File: src/rtl/core/ess_pkg.sv
// Shared types and constants for the emergency stop supervisor core.
package ess_pkg;

   // Field widths fixed by the word layout
   localparam int unsigned CfgWidth    = 16;
   localparam int unsigned CfgAddrBits = 2;
   localparam int unsigned ReqDataBits = 16;
   localparam int unsigned RspDataBits = 24;
   localparam int unsigned MaskBits    = 16;

   // Configuration register indexes
   localparam logic [CfgAddrBits-1:0] REG_RESET_PULSE   = 2'd0;
   localparam logic [CfgAddrBits-1:0] REG_HB_TIMEOUT    = 2'd1;
   localparam logic [CfgAddrBits-1:0] REG_TRIGGER_HOLD  = 2'd2;
   localparam logic [CfgAddrBits-1:0] REG_REPORT_PERIOD = 2'd3;

   // Register values after reset
   localparam logic [CfgWidth-1:0] RESET_PULSE_DEF   = 16'd100;
   localparam logic [CfgWidth-1:0] HB_TIMEOUT_DEF    = 16'd500;
   localparam logic [CfgWidth-1:0] TRIGGER_HOLD_DEF  = 16'd1000;
   localparam logic [CfgWidth-1:0] REPORT_PERIOD_DEF = 16'd100;

   // ESI patterns that name a source
   localparam logic [3:0] ESI_PAT_BIT9 = 4'h7;
   localparam logic [3:0] ESI_PAT_BIT0 = 4'h3;
   localparam logic [3:0] ESI_PAT_BIT4 = 4'h1;
   localparam logic [3:0] ESI_PAT_BIT8 = 4'h0;

   // Source mask bit positions
   localparam int unsigned SRC_ESI_A   = 9;
   localparam int unsigned SRC_ESI_B   = 0;
   localparam int unsigned SRC_ESI_C   = 4;
   localparam int unsigned SRC_ESI_D   = 8;
   localparam int unsigned SRC_LOGIC   = 10;
   localparam int unsigned SRC_NXP     = 11;
   localparam int unsigned SRC_ST      = 12;
   localparam int unsigned SRC_TK1     = 13;
   localparam int unsigned SRC_TRIGGER = 14;
   localparam int unsigned SRC_TIMEOUT = 15;

   // Emergency state machine
   typedef enum logic [1:0] {
      EM_UNKNOWN     = 2'd0,
      EM_NORMAL      = 2'd1,
      EM_TRIGGERED   = 2'd2,
      EM_RECOVERABLE = 2'd3
   } em_state_type;

   // Reset pulse and trigger latch phases
   typedef enum logic [1:0] {
      PH_IDLE  = 2'd0,
      PH_START = 2'd1,
      PH_COUNT = 2'd2,
      PH_END   = 2'd3
   } phase_type;

   // Report timer phases
   typedef enum logic [1:0] {
      RPT_START  = 2'd0,
      RPT_COUNT  = 2'd1,
      RPT_SEND   = 2'd2,
      RPT_UNUSED = 2'd3
   } report_phase_type;

endpackage

File: src/rtl/core/emergency_stop_supervisor_core.sv
// Emergency stop supervisor: one sampled millisecond tick in, one status word out.
// The response word to an accepted request word is registered and offered in the next cycle.
// Throughput: one word per cycle while responses drain; a response held by rsp_tready
// low stalls the request side, since the next request is taken only as it leaves.
// Reset (synchronous, active high) returns every timer, flag and state to its idle value
// and loads the configuration registers with their default periods.
module emergency_stop_supervisor_core
   import ess_pkg::*;
#(
   parameter int unsigned TIMER_BITS = 16
) (
   input  logic                   clock,
   input  logic                   reset,
   // Request words: ack[0], logic[1], status_in[2], status_ack[3], esi_pins[7:4],
   // nxp_ok[8], st_ok[9], tk1_ok[10], reset_request[11], trigger_request[12],
   // heartbeat[13], zero pad[15:14]
   input  logic [ReqDataBits-1:0] req_tdata,
   input  logic                   req_tvalid,
   output logic                   req_tready,
   // Response words: reset_pin[0], trigger_pin_n[1], status_copy_pin[2],
   // emergency_state[4:3], source_mask[20:5], error_mask[22:21], report_strobe[23]
   output logic [RspDataBits-1:0] rsp_tdata,
   output logic                   rsp_tvalid,
   input  logic                   rsp_tready,
   // Configuration writes
   input  logic                   csr_we,
   input  logic [CfgAddrBits-1:0] csr_addr,
   input  logic [CfgWidth-1:0]    csr_wdata
);

   localparam logic [TIMER_BITS-1:0] TimerMax = {TIMER_BITS{1'b1}};

   // Configuration registers
   logic [CfgWidth-1:0] reset_pulse_ff, hb_timeout_ff, trigger_hold_ff, report_period_ff;

   // Supervisor state
   em_state_type          em_state_ff, em_state_in;
   logic [MaskBits-1:0]   source_ff, source_in;
   logic [1:0]            error_in;
   logic                  timeout_ff, timeout_in;
   logic                  armed_ff, armed_in;
   logic [TIMER_BITS-1:0] mon_cnt_ff, mon_cnt_in;
   phase_type             pulse_ph_ff, pulse_ph_in;
   logic [TIMER_BITS-1:0] pulse_cnt_ff, pulse_cnt_in;
   logic                  pulse_lvl_ff, pulse_lvl_in;
   logic                  trig_lat_ff, trig_lat_in;
   phase_type             trig_ph_ff, trig_ph_in;
   logic [TIMER_BITS-1:0] trig_cnt_ff, trig_cnt_in;
   report_phase_type      rpt_ph_ff, rpt_ph_in;
   logic [TIMER_BITS-1:0] rpt_cnt_ff, rpt_cnt_in;
   logic                  strobe_in;

   // Response register
   logic                   rsp_valid_ff;
   logic [RspDataBits-1:0] rsp_data_ff, rsp_data_in;

   // Unpacked request fields
   logic       ack, logic_lvl, st_in, st_ack, nxp, st, tk1, rst_req, trig_req, beat;
   logic [3:0] esi;
   logic       recoverable;
   logic       accept;

   assign ack       = req_tdata[0];
   assign logic_lvl = req_tdata[1];
   assign st_in     = req_tdata[2];
   assign st_ack    = req_tdata[3];
   assign esi       = req_tdata[7:4];
   assign nxp       = req_tdata[8];
   assign st        = req_tdata[9];
   assign tk1       = req_tdata[10];
   assign rst_req   = req_tdata[11];
   assign trig_req  = req_tdata[12];
   assign beat      = req_tdata[13];

   // Handshake: the response register frees as it drains
   assign req_tready = !rsp_valid_ff || rsp_tready;
   assign accept     = req_tvalid && req_tready;
   assign rsp_tvalid = rsp_valid_ff;
   assign rsp_tdata  = rsp_data_ff;

   // Configuration register writes
   always_ff @(posedge clock) begin
      if (reset) begin
         reset_pulse_ff   <= RESET_PULSE_DEF;
         hb_timeout_ff    <= HB_TIMEOUT_DEF;
         trigger_hold_ff  <= TRIGGER_HOLD_DEF;
         report_period_ff <= REPORT_PERIOD_DEF;
      end else if (csr_we) begin
         case (csr_addr)
            REG_RESET_PULSE:   reset_pulse_ff   <= csr_wdata;
            REG_HB_TIMEOUT:    hb_timeout_ff    <= csr_wdata;
            REG_TRIGGER_HOLD:  trigger_hold_ff  <= csr_wdata;
            REG_REPORT_PERIOD: report_period_ff <= csr_wdata;
            default: ;
         endcase
      end
   end

   // One tick of supervisor logic
   always_comb begin
      logic [TIMER_BITS-1:0] pulse_inc, mon_inc, trig_inc, rpt_inc;
      pulse_inc = (pulse_cnt_ff == TimerMax) ? pulse_cnt_ff : pulse_cnt_ff + 1'b1;
      mon_inc   = (mon_cnt_ff == TimerMax) ? mon_cnt_ff : mon_cnt_ff + 1'b1;
      trig_inc  = (trig_cnt_ff == TimerMax) ? trig_cnt_ff : trig_cnt_ff + 1'b1;
      rpt_inc   = (rpt_cnt_ff == TimerMax) ? rpt_cnt_ff : rpt_cnt_ff + 1'b1;

      // Reset pulse sequencer; a new request restarts it
      pulse_ph_in  = pulse_ph_ff;
      pulse_cnt_in = pulse_cnt_ff;
      pulse_lvl_in = pulse_lvl_ff;
      case (pulse_ph_ff)
         PH_START: begin
            pulse_cnt_in = '0;
            pulse_lvl_in = 1'b1;
            pulse_ph_in  = PH_COUNT;
         end
         PH_COUNT: begin
            pulse_cnt_in = pulse_inc;
            if ({{CfgWidth{1'b0}}, pulse_inc} >= {{TIMER_BITS{1'b0}}, reset_pulse_ff})
               pulse_ph_in = PH_END;
         end
         PH_END: begin
            pulse_lvl_in = 1'b0;
            pulse_ph_in  = PH_IDLE;
         end
         default: ;
      endcase
      if (rst_req) pulse_ph_in = PH_START;

      // Heartbeat monitor; the flag only updates once a heartbeat has been seen
      armed_in   = armed_ff || beat;
      mon_cnt_in = beat ? '0 : (armed_ff ? mon_inc : mon_cnt_ff);
      timeout_in = timeout_ff;
      if (armed_in)
         timeout_in = {{CfgWidth{1'b0}}, mon_cnt_in} > {{TIMER_BITS{1'b0}}, hb_timeout_ff};

      // Host trigger latch and hold timer
      trig_lat_in = trig_lat_ff || trig_req;
      trig_cnt_in = trig_cnt_ff;
      case (trig_ph_ff)
         PH_START: begin
            trig_cnt_in = '0;
            trig_ph_in  = PH_COUNT;
         end
         PH_COUNT: begin
            trig_cnt_in = trig_inc;
            trig_ph_in  = PH_COUNT;
            if ({{CfgWidth{1'b0}}, trig_inc} >= {{TIMER_BITS{1'b0}}, trigger_hold_ff}) begin
               trig_lat_in = 1'b0;
               trig_ph_in  = PH_IDLE;
            end
         end
         default: trig_ph_in = PH_IDLE;
      endcase
      if (trig_ph_in == PH_IDLE && trig_lat_in) trig_ph_in = PH_START;

      // All recovery sources released
      recoverable = tk1 && nxp && st && esi[3];

      // Sticky source bits
      source_in = source_ff;
      case (esi)
         ESI_PAT_BIT9: source_in[SRC_ESI_A] = 1'b1;
         ESI_PAT_BIT0: source_in[SRC_ESI_B] = 1'b1;
         ESI_PAT_BIT4: source_in[SRC_ESI_C] = 1'b1;
         ESI_PAT_BIT8: source_in[SRC_ESI_D] = 1'b1;
         default: ;
      endcase
      if (!logic_lvl)  source_in[SRC_LOGIC]   = 1'b1;
      if (!nxp)        source_in[SRC_NXP]     = 1'b1;
      if (!st)         source_in[SRC_ST]      = 1'b1;
      if (!tk1)        source_in[SRC_TK1]     = 1'b1;
      if (trig_lat_in) source_in[SRC_TRIGGER] = 1'b1;
      if (timeout_in)  source_in[SRC_TIMEOUT] = 1'b1;

      // Emergency state machine; returning to normal clears the sources
      em_state_in = em_state_ff;
      case (em_state_ff)
         EM_UNKNOWN:   em_state_in = ack ? EM_NORMAL : EM_TRIGGERED;
         EM_NORMAL:    if (!ack) em_state_in = EM_TRIGGERED;
         EM_TRIGGERED: if (recoverable) em_state_in = EM_RECOVERABLE;
         default: begin
            if (ack) begin
               source_in   = '0;
               em_state_in = EM_NORMAL;
            end else if (!recoverable) begin
               em_state_in = EM_TRIGGERED;
            end
         end
      endcase

      // Pin mismatch errors
      error_in = {st_in != st_ack, logic_lvl != ack};

      // Periodic report timer
      strobe_in  = 1'b0;
      rpt_cnt_in = rpt_cnt_ff;
      rpt_ph_in  = rpt_ph_ff;
      case (rpt_ph_ff)
         RPT_COUNT: begin
            rpt_cnt_in = rpt_inc;
            if ({{CfgWidth{1'b0}}, rpt_inc} >= {{TIMER_BITS{1'b0}}, report_period_ff})
               rpt_ph_in = RPT_SEND;
         end
         RPT_SEND: begin
            strobe_in = 1'b1;
            rpt_ph_in = RPT_START;
         end
         default: begin
            rpt_cnt_in = '0;
            rpt_ph_in  = RPT_COUNT;
         end
      endcase

      // Response word
      rsp_data_in = {strobe_in, error_in, source_in, em_state_in, ack,
                     !(timeout_in || trig_lat_in), pulse_lvl_in};
   end

   // State and response registers advance on each accepted word
   always_ff @(posedge clock) begin
      if (reset) begin
         em_state_ff  <= EM_UNKNOWN;
         source_ff    <= '0;
         timeout_ff   <= 1'b0;
         armed_ff     <= 1'b0;
         mon_cnt_ff   <= '0;
         pulse_ph_ff  <= PH_IDLE;
         pulse_cnt_ff <= '0;
         pulse_lvl_ff <= 1'b0;
         trig_lat_ff  <= 1'b0;
         trig_ph_ff   <= PH_IDLE;
         trig_cnt_ff  <= '0;
         rpt_ph_ff    <= RPT_START;
         rpt_cnt_ff   <= '0;
         rsp_valid_ff <= 1'b0;
      end else begin
         if (accept) begin
            em_state_ff  <= em_state_in;
            source_ff    <= source_in;
            timeout_ff   <= timeout_in;
            armed_ff     <= armed_in;
            mon_cnt_ff   <= mon_cnt_in;
            pulse_ph_ff  <= pulse_ph_in;
            pulse_cnt_ff <= pulse_cnt_in;
            pulse_lvl_ff <= pulse_lvl_in;
            trig_lat_ff  <= trig_lat_in;
            trig_ph_ff   <= trig_ph_in;
            trig_cnt_ff  <= trig_cnt_in;
            rpt_ph_ff    <= rpt_ph_in;
            rpt_cnt_ff   <= rpt_cnt_in;
         end
         if (accept) rsp_valid_ff <= 1'b1;
         else if (rsp_tready) rsp_valid_ff <= 1'b0;
      end
   end

   // Response payload
   always_ff @(posedge clock) begin
      if (accept) rsp_data_ff <= rsp_data_in;
   end

   // A timeout can only be flagged once the monitor has been armed
   a_timeout_armed: assert property (@(posedge clock) disable iff (reset)
      timeout_ff |-> armed_ff)
      else $error("timeout flag set without an armed monitor");

   // The trigger latch never parks in the unused phase
   a_trig_phase: assert property (@(posedge clock) disable iff (reset)
      trig_ph_ff != PH_END)
      else $error("trigger phase in unused code");

   // A word taken in the send phase carries the report strobe
   a_report: assert property (@(posedge clock) disable iff (reset)
      accept && rpt_ph_ff == RPT_SEND |=> rsp_tdata[23] && rsp_tvalid)
      else $error("report strobe missing");

   // Recovery to normal clears every source bit
   a_recover_clear: assert property (@(posedge clock) disable iff (reset)
      accept && em_state_ff == EM_RECOVERABLE && ack |=> rsp_tdata[20:5] == '0)
      else $error("source mask not cleared on recovery");

   // Latched host trigger drives the trigger pin active
   a_trig_pin: assert property (@(posedge clock) disable iff (reset)
      accept && trig_lat_in |=> !rsp_tdata[1])
      else $error("trigger pin not driven while latched");

endmodule

File: config.mk
export PLATFORM = sky130hd
export DESIGN_NAME = emergency_stop_supervisor_core
export DESIGN_NICKNAME = d
export VERILOG_FILES = /design/src/rtl/core/ess_pkg.sv /design/src/rtl/core/emergency_stop_supervisor_core.sv
export SDC_FILE = /design/constraint.sdc
export NUM_CORES = 1
export LEC_CHECK = 0
export BUFFER_PORTS_ARGS = -buffer_cell sky130_fd_sc_hd__buf_2
export CORE_ASPECT_RATIO = 1.1
export CORE_MARGIN = 5
export CORE_UTILIZATION = 55
export DETAILED_ROUTE_END_ITERATION = 10
export GPL_TIMING_DRIVEN = 0
export PLACE_DENSITY = 0.71
export SKIP_LAST_GASP = 1
export SYNTH_ARGS = -nofsm -noshare
export SYNTH_HDL_FRONTEND = slang
export SYNTH_SLANG_ARGS = --single-unit
File: constraint.sdc
create_clock -name clock -period 8.6 [get_ports clock]
set_input_delay 0.86 -clock clock [delete_from_list [all_inputs] [get_ports clock]]
set_output_delay 0.86 -clock clock [all_outputs]
set_load 0.01 [all_outputs]
# After elaboration in Yosys (flattened, before gate mapping)
# Index checks and enable logic that the tools add are counted.
dict set report word_totals {
  regBits 181
  latchBits 0
  ram_bits 0
  rom_bits 0
  memories 0
}
dict set report op_classes {
  add_sub_neg 4
  mul 0
  n_div 0
  order_cmp 4
  eq_ne 23
  shift 0
  mux 42
  bitwise 1
  reduce_logical 29
}
# op count
set op_table {}
lappend op_table {{two-way mux 16 bit} 8}
lappend op_table {{case mux 16 bit (2 select lines)} 3}
lappend op_table {{adder 16 x 1 -> 16 bit, second input constant} 4}
lappend op_table {{equality test 16 bit, second input constant} 4}
lappend op_table {{greater-or-equal comparator 16 bit} 3}
lappend op_table {{two-way mux 2 bit} 10}
lappend op_table {{greater-than comparator 16 bit} 1}
lappend op_table {{two-way mux 1 bit} 16}
lappend op_table {{AND reduction 2 bit} 8}
lappend op_table {{equality test 2 bit, second input constant} 7}
lappend op_table {{case mux 2 bit (3 select lines)} 2}
lappend op_table {{equality test 2 x 1 -> 1 bit, second input constant} 5}
lappend op_table {{case mux 2 bit (2 select lines)} 2}
lappend op_table {{zero test 2 bit} 3}
lappend op_table {{nonzero test 2 bit} 3}
lappend op_table {{logical AND 1 bit} 5}
lappend op_table {{equality test 4 x 1 -> 1 bit, second input constant} 1}
lappend op_table {{equality test 4 x 2 -> 1 bit, second input constant} 1}
lappend op_table {{equality test 4 x 3 -> 1 bit, second input constant} 1}
lappend op_table {{zero test 4 bit} 1}
lappend op_table {{logical OR 1 bit} 4}
lappend op_table {{nonzero test 4 bit} 1}
lappend op_table {{inequality test 3 bit, second input constant} 1}
lappend op_table {{AND reduction 3 bit} 1}
lappend op_table {{other kinds (6)} 8}

# Logic depth before layout (Yosys ltp)
dict set report depth {
  depth_word 9
  ltp_mapped 15
  ltp_nobuf 14
}

# Worst setup path after synthesis
# OpenSTA, ideal clock, no wires.
dict set report synth_timing {
  kind {register -> register}
  startpoint {register mon_cnt_ff[0]}
  endpoint {register rsp_data_ff[20] (netlist: rsp_tdata[20]) (data pin)}
  setup_time_ns 0.254
  arrival_time_ns 3.108
  setup_slack_ns 5.238
  path_stages_with_launch 16
  n_path_buf 1
  cell_sequence {dfxtp_1 > ha_1 > and4_1 > buf_6 > and4_4 > a21oi_4 > nand3_1 > xor2_1 > nor2_1 > ha_1 > nand4_1 > or4b_1 > o22a_1 > a21oi_1 > nor2_1 > o21a_1}
}
dict set report synth_between {
  elab_chain_len 9
}
# element line
set synth_rtl {}
lappend synth_rtl {{start: declaration} emergency_stop_supervisor_core.sv:42} ;# logic [TIMER_BITS-1:0] mon_cnt_ff, mon_cnt_in;
lappend synth_rtl {{start signal: assignment} emergency_stop_supervisor_core.sv:243} ;# mon_cnt_ff <= mon_cnt_in;
lappend synth_rtl {{adder 16 x 1 -> 16 bit / equality test 16 bit (equally long branches)} emergency_stop_supervisor_core.sv:103} ;# mon_inc = (mon_cnt_ff == TimerMax) ? mon_cnt_ff : mon_cnt_ff + 1'b1;
lappend synth_rtl {{two-way mux 16 bit (*)} emergency_stop_supervisor_core.sv:103}
lappend synth_rtl {{two-way mux 16 bit (*) (2 in a row)} emergency_stop_supervisor_core.sv:132} ;# mon_cnt_in = beat ? '0 : (armed_ff ? mon_inc : mon_cnt_ff);
lappend synth_rtl {{named net mon_cnt_in[11]} emergency_stop_supervisor_core.sv:42}
lappend synth_rtl {{greater-than comparator 16 bit (*)} emergency_stop_supervisor_core.sv:135} ;# timeout_in = {{CfgWidth{1'b0}}, mon_cnt_in} > {{TIMER_BITS{1'b0}}, hb_timeout_ff};
lappend synth_rtl {{two-way mux 1 bit (*)} emergency_stop_supervisor_core.sv:134} ;# if (armed_in)
lappend synth_rtl {{two-way mux 1 bit (*)} emergency_stop_supervisor_core.sv:174} ;# if (timeout_in) source_in[SRC_TIMEOUT] = 1'b1;
lappend synth_rtl {{two-way mux 16 bit} emergency_stop_supervisor_core.sv:183} ;# if (ack) begin
lappend synth_rtl {{two-way mux 16 bit (*)} emergency_stop_supervisor_core.sv:178} ;# case (em_state_ff)
lappend synth_rtl {{named net rsp_data_in[20]} emergency_stop_supervisor_core.sv:55} ;# logic [RspDataBits-1:0] rsp_data_ff, rsp_data_in;
lappend synth_rtl {{end signal: assignment} emergency_stop_supervisor_core.sv:260} ;# if (accept) rsp_data_ff <= rsp_data_in;
lappend synth_rtl {{end: declaration} emergency_stop_supervisor_core.sv:55}
# The timed path passes the listed nets; every way through them passes the cells marked *.
# A chain may end at the register's enable or synchronous reset.

# Worst setup path in the final report
dict set report layout_timing {
  startpoint {register pulse_cnt_ff[0]}
  endpoint {register pulse_ph_ff[1]}
}
dict set report layout_between {
  elab_chain_len 5
}
# element line
set layout_rtl {}
lappend layout_rtl {{start: declaration} emergency_stop_supervisor_core.sv:44} ;# logic [TIMER_BITS-1:0] pulse_cnt_ff, pulse_cnt_in;
lappend layout_rtl {{start signal: assignment} emergency_stop_supervisor_core.sv:245} ;# pulse_cnt_ff <= pulse_cnt_in;
lappend layout_rtl {{adder 16 x 1 -> 16 bit / equality test 16 bit (equally long branches)} emergency_stop_supervisor_core.sv:102} ;# pulse_inc = (pulse_cnt_ff == TimerMax) ? pulse_cnt_ff : pulse_cnt_ff + 1'b1;
lappend layout_rtl {{two-way mux 16 bit (*)} emergency_stop_supervisor_core.sv:102}
lappend layout_rtl {{greater-or-equal comparator 16 bit (*)} emergency_stop_supervisor_core.sv:119} ;# if ({{CfgWidth{1'b0}}, pulse_inc} >= {{TIMER_BITS{1'b0}}, reset_pulse_ff})
lappend layout_rtl {{inequality test 3 bit (no line) (*)} n/a}
lappend layout_rtl {{AND reduction 3 bit (no line) (*)} n/a}
lappend layout_rtl {{end signal: assignment} emergency_stop_supervisor_core.sv:244} ;# pulse_ph_ff <= pulse_ph_in;
lappend layout_rtl {{end: declaration} emergency_stop_supervisor_core.sv:43} ;# phase_type pulse_ph_ff, pulse_ph_in;
# Mark *: on every way between the ends. The rest lies on a longest branch, timed or not.

==> flow_metrics.env <==
export IMPL_outcome="completed"
export IMPL_antenna_cells=0
export IMPL_hold_buffers=0
export IMPL_start_kind="register"
export IMPL_cts_root_buf="clkbuf_16"
export IMPL_htreeDepth=4
export IMPL_clkPwrFrac_pct=43.3
export IMPL_grt_antenna_before_repair=0
export IMPL_synthCells=1278
export IMPL_path_max_fanout=6
export IMPL_ys_seq_area_share_pct=37.6
export IMPL_drc_errors=0
export IMPL_r2r_cells=12
export IMPL_max_cap_violations=0
export IMPL_setup_reg_to_reg_worst_slack_ps=4530
export IMPL_async_flop_share_pct=0
export IMPL_grt_pass1_wl_um=44100
export IMPL_viasPerCell=5.84
export IMPL_gp_congestion=0.932
export IMPL_syn2layout_area_growth_pct=11.9
export IMPL_drt_iter0_drc=808
export IMPL_cts_buffers=17
export IMPL_holdPathStages=2
export IMPL_clockBufferDepth=2
export IMPL_cp_required_ps=8930
export IMPL_slew_headroom_pct=36.3
export IMPL_fp_row_count=52
export IMPL_ir_drop_uv=157
export IMPL_ys_types=72
export IMPL_die_area_sq_mm=0.0215
export IMPL_fin_nets=1470
export IMPL_totalWireLength_um=27500
export IMPL_initial_core_util_pct=55.8
export IMPL_path_buf_inv=0
export IMPL_crit_family="compound AO/OA/AOI/OAI gates"
export IMPL_period_share_pct=47.3
export IMPL_io_pins=65
export IMPL_synth_area_per_cell_sq_um=8.03
export IMPL_fillers=1650
export IMPL_die_w_um=140
export IMPL_vias=9411
export IMPL_crit_path_end_kind="register"
export IMPL_slew_violations=0
export IMPL_io_buffer_count=59
export IMPL_cp_depth=12
export IMPL_wl_per_cell_um=17.1
export IMPL_pwr_density_cell_mw_per_mm2=165
export IMPL_crit_type="register to register"
export IMPL_synth_main_ff_cell="dfxtp_1"
export IMPL_synth_simple_gate_area_share_pct=23.2
export IMPL_synthAdderAreaFrac_pct=9.14
export IMPL_cts_resized=0
export IMPL_cts_setup_buffers=0
export IMPL_final_setup_worst_slack_ps=4530
export IMPL_synthMuxAreaShare_pct=1.47
export IMPL_critical_path_max_stage_delay_ps=570
export IMPL_min_period_ps=4070
export IMPL_grt_pass1_vias=8723
export IMPL_cts_tree="yes"
export IMPL_dp_cells=1580
export IMPL_netlist_area_leader_share_pct=30.6
export IMPL_dr_pass1_iters=5
export IMPL_final_cells=1612
export IMPL_pwr_share_seq_pct=47.2
export IMPL_switching_power_uw=494
export IMPL_hold_viol_final=0
export IMPL_clk_insertion_delay_late_ps=450
export IMPL_power_internal_mw=1.40
export IMPL_ys_ff_latch=181
export IMPL_setup_viol=0
export IMPL_tns_ps=0
export IMPL_drive_above_1_share_pct=9.50
export IMPL_finClkSkew_ps=10.0
export IMPL_synth_area_leaders="dfxtp_1, ha_1, a21oi_1"
export IMPL_cp_arrival_ps=4390
export IMPL_grt_usage_pct=25.4
export IMPL_cts_sinks=181
export IMPL_slowest_stage="or4_1"
export IMPL_hold_slack_ps=452
export IMPL_dp_slack_ps=4570
export IMPL_synth_edf_count=24
export IMPL_ys_warnings_count=0
export IMPL_p_comb_share_pct=9.5
export IMPL_hold_path_class="register to register"
export IMPL_synth_compound_area_share_pct=18.8
export IMPL_synthesis_nets=1392
export IMPL_die_y_um=153
export IMPL_cp_cell_sequence="ha_1, nand2_1, or4_1, nor2_1, nand2_1, mux2_1, ha_1, a2111oi_0, o21ai_0, a2111oi_0, a21oi_1, mux2_1"
export IMPL_core_sq_mm=0.0184
export IMPL_drtAntennaViolNets=0
export IMPL_grt_max_degree=34
export IMPL_netlist_area_sq_mm=0.0103
export IMPL_tightest_slew_ps=954
export IMPL_p_sw_share_pct=26.0
export IMPL_grt_overflow=0
export IMPL_leakagePower_nw=4.51
export IMPL_dp_hpwl_um=20000
export IMPL_synth_xor_area_share_pct=3.58
export IMPL_synth_top_family_by_area="simple AND/OR/NAND/NOR gates"
export IMPL_yosysTopAreaCell="dfxtp_1"
export IMPL_rsz0062_at_grt="false"
export IMPL_clkTransAtPathRegs_ps=70
export IMPL_max_freq_mhz=246
## layout by cell type (no fill, tap or decap), drive strengths merged, types with 3 or more instances in the layout
cell type	count
nand3	34
nor2	94
a21oi	153
o2111ai	5
a31oi	17
and3	17
o211ai	27
nand4	20
clkbuf	70
and2	21
o21ai	50
a32o	4
clkinv	4
nor4b	3
dfxtp	157
a2111oi	5
buf	74
nand2b	10
mux2i	5
or2	6
a211oi	12
nor4	7
or4	3
xor2	14
nor3b	4
xnor2	28
nor3	27
nand2	199
nor2b	5
mux2	9
edfxtp	24
inv	97
ha	75
or3	23
o31ai	3
a21o	9
and4	12
o21a	8
a22oi	8
## area by class of cell
cell class              instances  area, sq um  area share [%]
clock buffers                  22          518            4.51
repair buffers                 59          295            2.57
well taps                     243          304            2.65
inverters                      93          349            3.04
flip-flops and latches        181         3860            33.6
multi-input cells             941         5770            50.3
clock inverters                10          106           0.926
plain buffers                  63          280            2.44
## per-layer routing
metal,vias up,track usage (%),wire (um)
met1,4415,34.1,12200
met4,0,8.40,620
li1,4658,-,-
met5,-,0,0
met2,293,41.6,13000
met3,45,4.50,1700
## cells by family after synthesis
group,count (synthesis)
compound gates,317
xor+xnor,42
fa+ha+maj,75
buf+inv,156
flops,181
mux,14
simple gates,493
## worst min-delay path: cells and delay by family, from the launching register on
kind / cells / cell delay (ps)
buffers and inverters: 1 / 50
AO/OA/AOI/OAI: 1 / 50
flip-flops: 1 / 310
## power groups by stage
| stage | clock (mW) | sequential, mW | combinational, mW |
|---|---|---|---|
| 6_report | 0.822 | 0.897 | 0.181 |
| 4_1_cts | 0.830 | 0.897 | 0.180 |
| 3_3_place_gp | 0 | 0.915 | 0.176 |
| 2_1_floorplan | 0 | 0.918 | 0.104 |
| 5_1_grt | 0.871 | 0.900 | 0.199 |
| 3_5_place_dp | 0 | 0.916 | 0.178 |
## final timing paths
check / start / to
min: source_ff[15] / source_ff[15]
min reg2reg: source_ff[15] / source_ff[15]
max reg2reg: pulse_cnt_ff[0] / pulse_ph_ff[1]
max: pulse_cnt_ff[0] / pulse_ph_ff[1]
## metrics by stage
stage | power (mW) | cell area [sq um] | utilization (%)
6_report | 1.90 | 11500 | 62.4
5_1_grt | 1.97 | 11500 | 62.4
4_1_cts | 1.91 | 11500 | 62.4
3_5_place_dp | 1.09 | 10900 | 59.0
3_3_place_gp | 1.09 | 10900 | 59.0
2_1_floorplan | 1.02 | 10300 | -
## Yosys cell counts (4+ instances only)
cell       count
a211oi_1      12
o211ai_1      27
mux2i_1        5
xor2_1        14
nand4_1       18
nand2b_1      10
nor2b_1        5
a21oi_1      152
inv_1         91
a2111oi_0      4
dfxtp_1      157
a31oi_1       17
a21o_1         9
edfxtp_1      24
clkbuf_1      48
and3_1        17
nor2_1        93
xnor2_1       28
nand2_1      198
nor3_1        25
or3_1         23
a32o_1         4
o21ai_1        4
or2_1          4
mux2_2         7
nand3_1       34
o2111ai_1      4
ha_1          75
o21ai_0       46
nor4_1         7
and4_1         9
and2_1        21
a22oi_1        8
buf_2          7
buf_6          4
o21a_1         8
## state kept, by name (all words and copies together) (netlist names)
signal / count
armed_ff: 1
em_state_ff: 2
hb_timeout_ff: 16
mon_cnt_ff: 16
pulse_cnt_ff: 16
pulse_lvl_ff: 1
pulse_ph_ff: 2
report_period_ff: 16
reset_pulse_ff: 16
rpt_cnt_ff: 16
rpt_ph_ff: 2
rsp_tdata: 24
rsp_tvalid: 1
source_ff: 16
timeout_ff: 1
trig_cnt_ff: 16
trig_lat_ff: 1
trig_ph_ff: 2
trigger_hold_ff: 16
No activity file was read; power rests on OpenSTA's default activity.
